**src/mcr_pkg.sv**
```systemverilog
package mcr_pkg;

    // Range limits of the rasterizer
    localparam int unsigned MAX_RADIUS = 4095;
    localparam int unsigned MAX_CANVAS = 4096;

    // Field widths
    localparam int unsigned COORD_W  = 16;
    localparam int unsigned PIXEL_W  = 17;
    localparam int unsigned RADIUS_W = 12;
    localparam int unsigned COLOR_W  = 32;
    localparam int unsigned CANVAS_W = 13;
    localparam int unsigned ERR_W    = 15;
    localparam int unsigned IDX_W    = 3;

    // Operation codes of an input transaction
    localparam logic OP_START = 1'b0;
    localparam logic OP_STEP  = 1'b1;

    // Configuration register indexes
    localparam logic CFG_WIDTH  = 1'b0;
    localparam logic CFG_HEIGHT = 1'b1;

    // Last point of one step
    localparam logic [IDX_W-1:0] LAST_POINT = 3'd7;

    // Snapshot of one step, handed from the state block to the emitter
    typedef struct packed {
        logic                       dead;
        logic                       fin;
        logic [RADIUS_W-1:0]        x;
        logic [RADIUS_W-1:0]        y;
        logic signed [COORD_W-1:0]  cx;
        logic signed [COORD_W-1:0]  cy;
        logic [COLOR_W-1:0]         color;
    } t_job;

    // Clamp a canvas register to the largest supported canvas
    function automatic logic [CANVAS_W-1:0] canvas_bound(input logic [CANVAS_W-1:0] reg_val);
        logic [CANVAS_W-1:0] lim;
        lim = CANVAS_W'(MAX_CANVAS);
        return (reg_val > lim) ? lim : reg_val;
    endfunction

    // Clamp a radius to the largest supported radius
    function automatic logic [RADIUS_W-1:0] radius_bound(input logic [RADIUS_W-1:0] rad);
        logic [RADIUS_W:0] lim;
        lim = (RADIUS_W+1)'(MAX_RADIUS);
        return ({1'b0, rad} > lim) ? lim[RADIUS_W-1:0] : rad;
    endfunction

endpackage

```
**src/mcr_state.sv**
```systemverilog
module mcr_state import mcr_pkg::*; (
    input  logic                       i_clk,
    input  logic                       i_rst_n,
    input  logic                       i_acc,
    input  logic                       i_opcode,
    input  logic signed [COORD_W-1:0]  i_center_x,
    input  logic signed [COORD_W-1:0]  i_center_y,
    input  logic [RADIUS_W-1:0]        i_radius,
    input  logic [COLOR_W-1:0]         i_color,
    output t_job                       o_job
);

    logic [RADIUS_W-1:0]       r_x, n_x;
    logic [RADIUS_W-1:0]       r_y, n_y;
    logic signed [ERR_W-1:0]   r_err, n_err;
    logic signed [COORD_W-1:0] r_cx;
    logic signed [COORD_W-1:0] r_cy;
    logic [COLOR_W-1:0]        r_color;
    logic                      r_active, n_active;

    logic                      w_neg;
    logic signed [13:0]        w_y1;
    logic signed [13:0]        w_x1;
    logic signed [13:0]        w_diff;
    logic signed [15:0]        w_err16;
    logic signed [15:0]        w_err_step;
    logic                      w_done;
    logic [RADIUS_W-1:0]       w_rad;

    // Advance the decision variable by one midpoint step
    always_comb begin
        w_neg   = r_err[ERR_W-1];
        w_err16 = {r_err[ERR_W-1], r_err};
        w_y1    = $signed({2'b00, r_y}) + 14'sd1;
        w_x1    = w_neg ? $signed({2'b00, r_x}) : $signed({2'b00, r_x}) - 14'sd1;
        w_diff  = w_y1 - w_x1 + 14'sd1;
        if (w_neg) begin
            w_err_step = w_err16 + {w_y1[13], w_y1, 1'b0} + 16'sd1;
        end else begin
            w_err_step = w_err16 + {w_diff[13], w_diff, 1'b0};
        end
        w_done = (w_x1 < w_y1);
    end

    assign w_rad = radius_bound(i_radius);

    // Select the next circle state
    always_comb begin
        n_x      = r_x;
        n_y      = r_y;
        n_err    = r_err;
        n_active = r_active;
        if (i_acc) begin
            if (i_opcode == OP_START) begin
                n_x      = w_rad;
                n_y      = '0;
                n_err    = ERR_W'(15'sd1 - $signed({3'b000, w_rad}));
                n_active = 1'b1;
            end else if (r_active) begin
                if (w_done) begin
                    n_x      = '0;
                    n_y      = '0;
                    n_err    = '0;
                    n_active = 1'b0;
                end else begin
                    n_x   = w_x1[RADIUS_W-1:0];
                    n_y   = w_y1[RADIUS_W-1:0];
                    n_err = w_err_step[ERR_W-1:0];
                end
            end
        end
    end

    always_ff @(posedge i_clk) begin
        if (!i_rst_n) begin
            r_x      <= '0;
            r_y      <= '0;
            r_err    <= '0;
            r_cx     <= '0;
            r_cy     <= '0;
            r_color  <= '0;
            r_active <= 1'b0;
        end else begin
            r_x      <= n_x;
            r_y      <= n_y;
            r_err    <= n_err;
            r_active <= n_active;
            if (i_acc && i_opcode == OP_START) begin
                r_cx    <= i_center_x;
                r_cy    <= i_center_y;
                r_color <= i_color;
            end
        end
    end

    // Snapshot of the current step for the emitter
    always_comb begin
        o_job.dead  = !r_active;
        o_job.fin   = w_done;
        o_job.x     = r_x;
        o_job.y     = r_y;
        o_job.cx    = r_cx;
        o_job.cy    = r_cy;
        o_job.color = r_color;
    end

endmodule

```
**src/mcr_emit.sv**
```systemverilog
module mcr_emit import mcr_pkg::*; (
    input  logic                       i_clk,
    input  logic                       i_rst_n,
    input  logic                       i_job_load,
    input  t_job                       i_job,
    input  logic [CANVAS_W-1:0]        i_width,
    input  logic [CANVAS_W-1:0]        i_height,
    output logic                       o_busy,
    output logic                       o_out_valid,
    input  logic                       i_out_stall,
    output logic signed [PIXEL_W-1:0]  o_pixel_x,
    output logic signed [PIXEL_W-1:0]  o_pixel_y,
    output logic [COLOR_W-1:0]         o_pixel_color,
    output logic                       o_inside_res,
    output logic                       o_last,
    output logic                       o_finished
);

    t_job                       r_job;
    logic                       r_busy;
    logic [IDX_W-1:0]           r_idx;
    logic                       r_out_valid;
    logic signed [PIXEL_W-1:0]  r_px;
    logic signed [PIXEL_W-1:0]  r_py;
    logic [COLOR_W-1:0]         r_color;
    logic                       r_inside;
    logic                       r_last;
    logic                       r_fin;

    logic                       w_out_free;
    logic                       w_adv;
    logic                       w_is_last;
    logic [RADIUS_W-1:0]        w_a;
    logic [RADIUS_W-1:0]        w_b;
    logic                       w_neg_x;
    logic                       w_neg_y;
    logic signed [PIXEL_W-1:0]  w_cx;
    logic signed [PIXEL_W-1:0]  w_cy;
    logic signed [PIXEL_W-1:0]  w_da;
    logic signed [PIXEL_W-1:0]  w_db;
    logic signed [PIXEL_W-1:0]  n_px;
    logic signed [PIXEL_W-1:0]  n_py;
    logic [PIXEL_W-1:0]         w_bw;
    logic [PIXEL_W-1:0]         w_bh;
    logic                       n_inside;

    assign w_out_free = !r_out_valid || !i_out_stall;
    assign w_adv      = r_busy && w_out_free;
    assign w_is_last  = r_job.dead || (r_idx == LAST_POINT);
    assign o_busy     = r_busy && !(w_adv && w_is_last);

    // Form the octant point for the current index
    always_comb begin
        w_a     = r_idx[0] ? r_job.y : r_job.x;
        w_b     = r_idx[0] ? r_job.x : r_job.y;
        w_neg_x = (r_idx[2] != r_idx[1]);
        w_neg_y = r_idx[2];
        w_cx    = {r_job.cx[COORD_W-1], r_job.cx};
        w_cy    = {r_job.cy[COORD_W-1], r_job.cy};
        w_da    = $signed({{(PIXEL_W-RADIUS_W){1'b0}}, w_a});
        w_db    = $signed({{(PIXEL_W-RADIUS_W){1'b0}}, w_b});
        n_px    = w_neg_x ? (w_cx - w_da) : (w_cx + w_da);
        n_py    = w_neg_y ? (w_cy - w_db) : (w_cy + w_db);
        w_bw    = {{(PIXEL_W-CANVAS_W){1'b0}}, canvas_bound(i_width)};
        w_bh    = {{(PIXEL_W-CANVAS_W){1'b0}}, canvas_bound(i_height)};
        n_inside = !n_px[PIXEL_W-1] && !n_py[PIXEL_W-1] &&
                   (unsigned'(n_px) < w_bw) && (unsigned'(n_py) < w_bh);
    end

    // Step through the points of the held job
    always_ff @(posedge i_clk) begin
        if (!i_rst_n) begin
            r_busy <= 1'b0;
            r_idx  <= '0;
        end else if (i_job_load) begin
            r_busy <= 1'b1;
            r_idx  <= '0;
        end else if (w_adv) begin
            if (w_is_last) begin
                r_busy <= 1'b0;
                r_idx  <= '0;
            end else begin
                r_idx <= r_idx + 3'd1;
            end
        end
    end

    always_ff @(posedge i_clk) begin
        if (i_job_load) begin
            r_job <= i_job;
        end
    end

    // Hold the result register until the transaction completes
    always_ff @(posedge i_clk) begin
        if (!i_rst_n) begin
            r_out_valid <= 1'b0;
        end else if (w_out_free) begin
            r_out_valid <= w_adv;
        end
    end

    always_ff @(posedge i_clk) begin
        if (w_adv) begin
            if (r_job.dead) begin
                r_px     <= '0;
                r_py     <= '0;
                r_color  <= '0;
                r_inside <= 1'b0;
                r_last   <= 1'b1;
                r_fin    <= 1'b1;
            end else begin
                r_px     <= n_px;
                r_py     <= n_py;
                r_color  <= r_job.color;
                r_inside <= n_inside;
                r_last   <= w_is_last;
                r_fin    <= w_is_last && r_job.fin;
            end
        end
    end

    assign o_out_valid   = r_out_valid;
    assign o_pixel_x     = r_px;
    assign o_pixel_y     = r_py;
    assign o_pixel_color = r_color;
    assign o_inside_res  = r_inside;
    assign o_last        = r_last;
    assign o_finished    = r_fin;

`ifndef NO_ASSERTIONS
    a_load_when_free: assert property (@(posedge i_clk) disable iff (!i_rst_n)
        i_job_load |-> (!r_busy || (w_adv && w_is_last)))
        else $error("job loaded while emitter still holds points");

    a_idx_idle: assert property (@(posedge i_clk) disable iff (!i_rst_n)
        !r_busy |-> (r_idx == '0))
        else $error("point index nonzero while idle");

    a_keep_busy: assert property (@(posedge i_clk) disable iff (!i_rst_n)
        (w_adv && !w_is_last) |=> r_busy)
        else $error("emitter dropped a job before its last point");

    a_fin_on_last: assert property (@(posedge i_clk) disable iff (!i_rst_n)
        (r_out_valid && r_fin) |-> r_last)
        else $error("finished flag set on a point that is not last");
`endif

endmodule

```
**src/midpoint_circle_rasterizer_top.sv**
```systemverilog
// Channel   Direction  Handshake                  Payload
// input     in         i_in_valid / o_in_stall    opcode, center_x, center_y, radius, color
// output    out        o_out_valid / i_out_stall  pixel_x, pixel_y, pixel_color, inside_res,
//                                                 last, finished
// config    in         i_cfg_we                   i_cfg_idx, i_cfg_data
//
// A start transaction yields nothing. A step transaction yields eight points, one per cycle
// through the output register while the output does not stall. The point emitter paces steps:
// it takes the next one as it emits its last point. A step on an idle circle yields one point.
// Reset is synchronous, active low, and takes effect at once; no clearing pass.
// A stalled output holds its point and the input stalls once the emitter is full.
module midpoint_circle_rasterizer_top import mcr_pkg::*; (
    input  logic                       i_clk,
    input  logic                       i_rst_n,
    input  logic                       i_in_valid,
    output logic                       o_in_stall,
    input  logic                       i_opcode,
    input  logic signed [COORD_W-1:0]  i_center_x,
    input  logic signed [COORD_W-1:0]  i_center_y,
    input  logic [RADIUS_W-1:0]        i_radius,
    input  logic [COLOR_W-1:0]         i_color,
    input  logic                       i_cfg_we,
    input  logic                       i_cfg_idx,
    input  logic [CANVAS_W-1:0]        i_cfg_data,
    output logic                       o_out_valid,
    input  logic                       i_out_stall,
    output logic signed [PIXEL_W-1:0]  o_pixel_x,
    output logic signed [PIXEL_W-1:0]  o_pixel_y,
    output logic [COLOR_W-1:0]         o_pixel_color,
    output logic                       o_inside_res,
    output logic                       o_last,
    output logic                       o_finished
);

    logic [CANVAS_W-1:0] r_width;
    logic [CANVAS_W-1:0] r_height;
    logic                w_acc;
    logic                w_job_load;
    logic                w_busy;
    t_job                w_job;

    // Capture configuration writes
    always_ff @(posedge i_clk) begin
        if (!i_rst_n) begin
            r_width  <= CANVAS_W'(640);
            r_height <= CANVAS_W'(480);
        end else if (i_cfg_we) begin
            case (i_cfg_idx)
                CFG_WIDTH:  r_width  <= i_cfg_data;
                CFG_HEIGHT: r_height <= i_cfg_data;
                default:    r_width  <= r_width;
            endcase
        end
    end

    // Accept input while the emitter can take a new job
    assign o_in_stall = w_busy;
    assign w_acc      = i_in_valid && !w_busy;
    assign w_job_load = w_acc && (i_opcode == OP_STEP);

    mcr_state u_state (
        .i_clk      (i_clk),
        .i_rst_n    (i_rst_n),
        .i_acc      (w_acc),
        .i_opcode   (i_opcode),
        .i_center_x (i_center_x),
        .i_center_y (i_center_y),
        .i_radius   (i_radius),
        .i_color    (i_color),
        .o_job      (w_job)
    );

    mcr_emit u_emit (
        .i_clk         (i_clk),
        .i_rst_n       (i_rst_n),
        .i_job_load    (w_job_load),
        .i_job         (w_job),
        .i_width       (r_width),
        .i_height      (r_height),
        .o_busy        (w_busy),
        .o_out_valid   (o_out_valid),
        .i_out_stall   (i_out_stall),
        .o_pixel_x     (o_pixel_x),
        .o_pixel_y     (o_pixel_y),
        .o_pixel_color (o_pixel_color),
        .o_inside_res  (o_inside_res),
        .o_last        (o_last),
        .o_finished    (o_finished)
    );

endmodule

```
**config.mk**
```make
export PLATFORM = sky130hd
export DESIGN_NAME = midpoint_circle_rasterizer_top
export DESIGN_NICKNAME = d
export VERILOG_FILES = /design/src/mcr_pkg.sv /design/src/mcr_state.sv /design/src/mcr_emit.sv /design/src/midpoint_circle_rasterizer_top.sv
export SDC_FILE = /design/constraint.sdc
export NUM_CORES = 1
export LEC_CHECK = 0
export ABC_AREA = 1
export BUFFER_PORTS_ARGS = -buffer_cell sky130_fd_sc_hd__buf_2
export CORE_ASPECT_RATIO = 1.4
export CORE_MARGIN = 4
export CORE_UTILIZATION = 55
export CTS_CLUSTER_SIZE = 20
export DETAILED_ROUTE_END_ITERATION = 8
export PLACE_DENSITY = 0.75
export SKIP_LAST_GASP = 1
export SYNTH_ARGS = -nofsm -noshare
export SYNTH_HDL_FRONTEND = slang
export SYNTH_SLANG_ARGS = --single-unit
```
**constraint.sdc**
```tcl
create_clock -name i_clk -period 8.1 [get_ports i_clk]
set_clock_uncertainty 0.15 [all_clocks]
set_input_delay 1.62 -clock i_clk [delete_from_list [all_inputs] [get_ports i_clk]]
set_output_delay 1.62 -clock i_clk [all_outputs]
set_load 0.01 [all_outputs]
```
==> flow_metrics.py <==
metrics = {
    "outcome": {
        "status": "completed",
    },
    "drt": {
        "drc": 0,
        "drt-vias-per-instance": 5.47,
        "dr_total_vias": 14400,
        "routed_wl_mm": 44.8,
        "drtAntennaViolNets": 0,
        "wl_per_cell_um": 17.0,
        "drtPass1Iterations": 6,
        "drt_iter0_drc": 855,
    },
    "synthesis": {
        "syn_area_um2": 16700,
        "netlist_instances": 2079,
        "synth_edf_count": 159,
        "async_flop_share": 0,
        "synth_top_area_cell": "edfxtp_1",
        "yosysUniqueCellTypes": 49,
        "synth_top_area_frac": 0.287,
        "syn_nets": 2305,
        "yosys_warnings": 0,
        "synth.area.top_cells": "edfxtp_1, dfxtp_1, ha_1, nor2_1, nand2_1",
        "ys_top_cells_by_count": "nor2_1, nand2_1, inv_1",
        "synth.avg_cell_area_um2": 8.02,
        "synth_flop_cell": "edfxtp_1",
        "ys_ff_latch": 294,
        "synth_seq_area_share": 0.449,
        "yosysMostFrequentCell": "nor2_1",
    },
    "clock_network": {
        "cts.sinks": 294,
        "clockBufferDepth": 3,
        "cts_made_buffers": 26,
        "clk_latency_ns": 0.56,
        "htreeDepth": 1,
        "cts_setup_buffers": 0,
        "cts_hold_buf": 0,
        "clk_pin_slew_ns": 0.06,
        "cts_resized": 0,
        "cts_root_buffer": "clkbuf_16",
        "cts_tree": "done",
    },
    "global_routing": {
        "grt_max_degree": 104,
        "overflow": 0,
        "antenna_found_initial": 0,
        "grt_first_pass_wirelength_mm": 70.8,
        "grt_usage": 0.263,
        "grt_pass1_vias": 14300,
    },
    "setup_path": {
        "critPathKind": "flip-flop to flip-flop",
        "critPathLaunchType": "flip-flop",
        "worstPathMaxFanout": 32,
        "arrival_ns": 5.56,
        "worstPathRequired_ns": 8.34,
        "setup.worst_path.end_class": "flip-flop",
    },
    "die": {
        "die-area_um2": 33200,
        "die_h_um": 214,
        "initial_core_util": 0.557,
        "fp.dieW_um": 155,
        "core-area_um2": 29900,
        "pin_count": 167,
        "std_cell_rows": 75,
    },
    "sta": {
        "setup_tns_ns": 0,
        "rsz0062_at_grt": "no",
        "fmax_mhz": 188,
        "period_minus_slack_ns": 5.32,
        "hold_violations": 0,
        "worst_slew_pin_slew_ns": 1.07,
        "report.final.slew_viol_count": 0,
        "holdWs_ns": 0.274,
        "max_slew_margin": 0.285,
        "finalCritPeriodShare": 0.656,
        "setup_viol": 0,
    },
    "layout": {
        "final_core_util": 0.625,
        "area_growth_pct": 12.2,
        "diodes": 0,
        "nFillCells": 2622,
        "nets": 2451,
        "final_area_um2": 18700,
        "drive_gt1_frac": 0.109,
        "seqCellArea_um2": 7480,
        "multi_input_area_um2": 8020,
    },
    "run": {
        "drv_cap": 0,
    },
    "placement": {
        "dp_hpwl_mm": 34.0,
        "gp_congestion": 1.01,
        "port-buffer-count": 166,
        "place_area_um2": 17800,
    },
    "pwr": {
        "peakVddDrop_mv": 0.140,
        "p_leak_uw": 0.00874,
        "power_density_nw_per_um2": 223,
    },
    "min_path": {
        "hold_class": "flip-flop to flip-flop",
    },
}
worst paths after layout:
| path | slack [ns] | endpoint | from | cells past startpoint |
|---|---|---|---|---|
| worst max register to register | 2.78 | u_emit.o_inside_res | u_emit.r_idx[0] | 26 |
| worst min register to register | 0.27 | u_emit.r_job[36] | u_state.r_cy[4] | 0 |
| worst max-delay path | 2.78 | u_emit.o_inside_res | u_emit.r_idx[0] | 26 |
| worst min-delay path | 0.27 | u_emit.r_job[36] | u_state.r_cy[4] | 0 |
cell usage in the layout (no fill, tap or decap), types with 3 or more instances in the layout:
cell	Yosys	routed
nand2_1	364	364
a21boi_0	4	4
or2_1	5	5
xor2_1	52	52
nor2_1	369	368
nand4_1	21	21
o21ai_1	11	11
or2_2	4	4
xnor2_1	17	17
nor3_1	24	24
nand3_1	101	101
o21ai_0	170	170
edfxtp_1	159	159
clkinv_1	2	3
nor3b_1	3	3
buf_4	2	10
inv_2	3	5
clkbuf_16	0	26
fa_1	6	6
o21a_1	3	3
buf_2	12	166
o211ai_1	3	3
nor2_4	1	3
o21ai_2	3	3
a31oi_1	5	5
nor2_2	5	4
ha_1	124	124
a21oi_1	136	136
dfxtp_1	135	135
inv_1	240	238
o22ai_1	8	8
o21bai_1	8	8
clkbuf_8	0	6
bufinv_16	0	3
nand3b_1	3	3
clkbuf_1	41	6
a21o_1	11	11
nand2_2	6	6
through the flow:
stage                     cells  setup WS (ns)  power [µW]
after floorplan            2079           1.55        2570
after global placement     2582           3.02        2870
after detailed placement   2582           2.88        2900
after CTS                  2629           2.83        4190
after global routing       2629           2.27        4420
final                      2629           2.78        4170
final cells by class:
class                   instances  share of cell area
flip-flops and latches        294               0.400
inverters                     245              0.0492
repair buffers                176              0.0485
clock buffers                  38              0.0404
multi-input cells            1482               0.429
well taps                     385              0.0258
clock inverters                 9             0.00750
kinds of logic (layout without fill, tap and decap cells):
| group | Yosys count | count (layout) | synth area share |
|---|---|---|---|
| flip-flops | 294 | 294 | 0.449 |
| XOR/XNOR | 69 | 69 | 0.0363 |
| multiplexers | 1 | 1 | 0.000601 |
| adder cells (fa/ha/maj) | 130 | 130 | 0.100 |
| AND/OR/NAND/NOR | 910 | 910 | 0.223 |
| buffers and inverters | 303 | 468 | 0.0710 |
| AO/OA/AOI/OAI | 372 | 372 | 0.120 |
state kept, by name, summed over array words and instances (netlist names):
register,flops
u_state.r_color,32
r_height,13
u_state.r_cy,16
u_emit.o_pixel_y,17
u_emit.o_finished,1
u_state.r_y,12
u_emit.r_busy,1
u_state.r_active,1
u_emit.o_pixel_color,32
u_emit.o_inside_res,1
u_emit.o_last,1
u_emit.o_pixel_x,17
u_state.r_err,15
u_emit.o_out_valid,1
r_width,13
u_state.r_x,12
u_emit.r_idx,3
u_state.r_cx,16
u_emit.r_job,90
power breakdown:
part,switching (µW),leakage [µW],total (µW),internal (µW)
Combinational,763,0.00568,1160,400
Clock,547,0.000435,1290,746
Sequential,52.0,0.00263,1720,1670
Total,1360,0.00874,4170,2810
critical path: stages, from the launching register on:
cell	delay, ns
dfxtp_1	0.97
inv_2	0.31
or2_1	0.30
o21a_1	0.14
inv_1	0.06
ha_1	0.16
nand3_1	0.12
nand2_1	0.12
o21ai_0	0.15
nor2_1	0.20
nand2_1	0.09
xor2_1	0.16
ha_1	0.36
a21oi_1	0.21
o21ai_0	0.16
a21o_1	0.19
xnor2_1	0.27
inv_1	0.08
ha_1	0.29
nand2_1	0.08
nor2_1	0.05
nor2_1	0.09
o211a_1	0.14
nand3_1	0.07
nor2_1	0.09
nand3_1	0.08
nor2_1	0.08
metal layers:
layer  track usage  share of wire
met5             0              0
met4         0.147          0.059
met3        0.0271          0.051
met2         0.489           0.52
met1         0.287           0.37
Power figures use the tool's default switching activity.
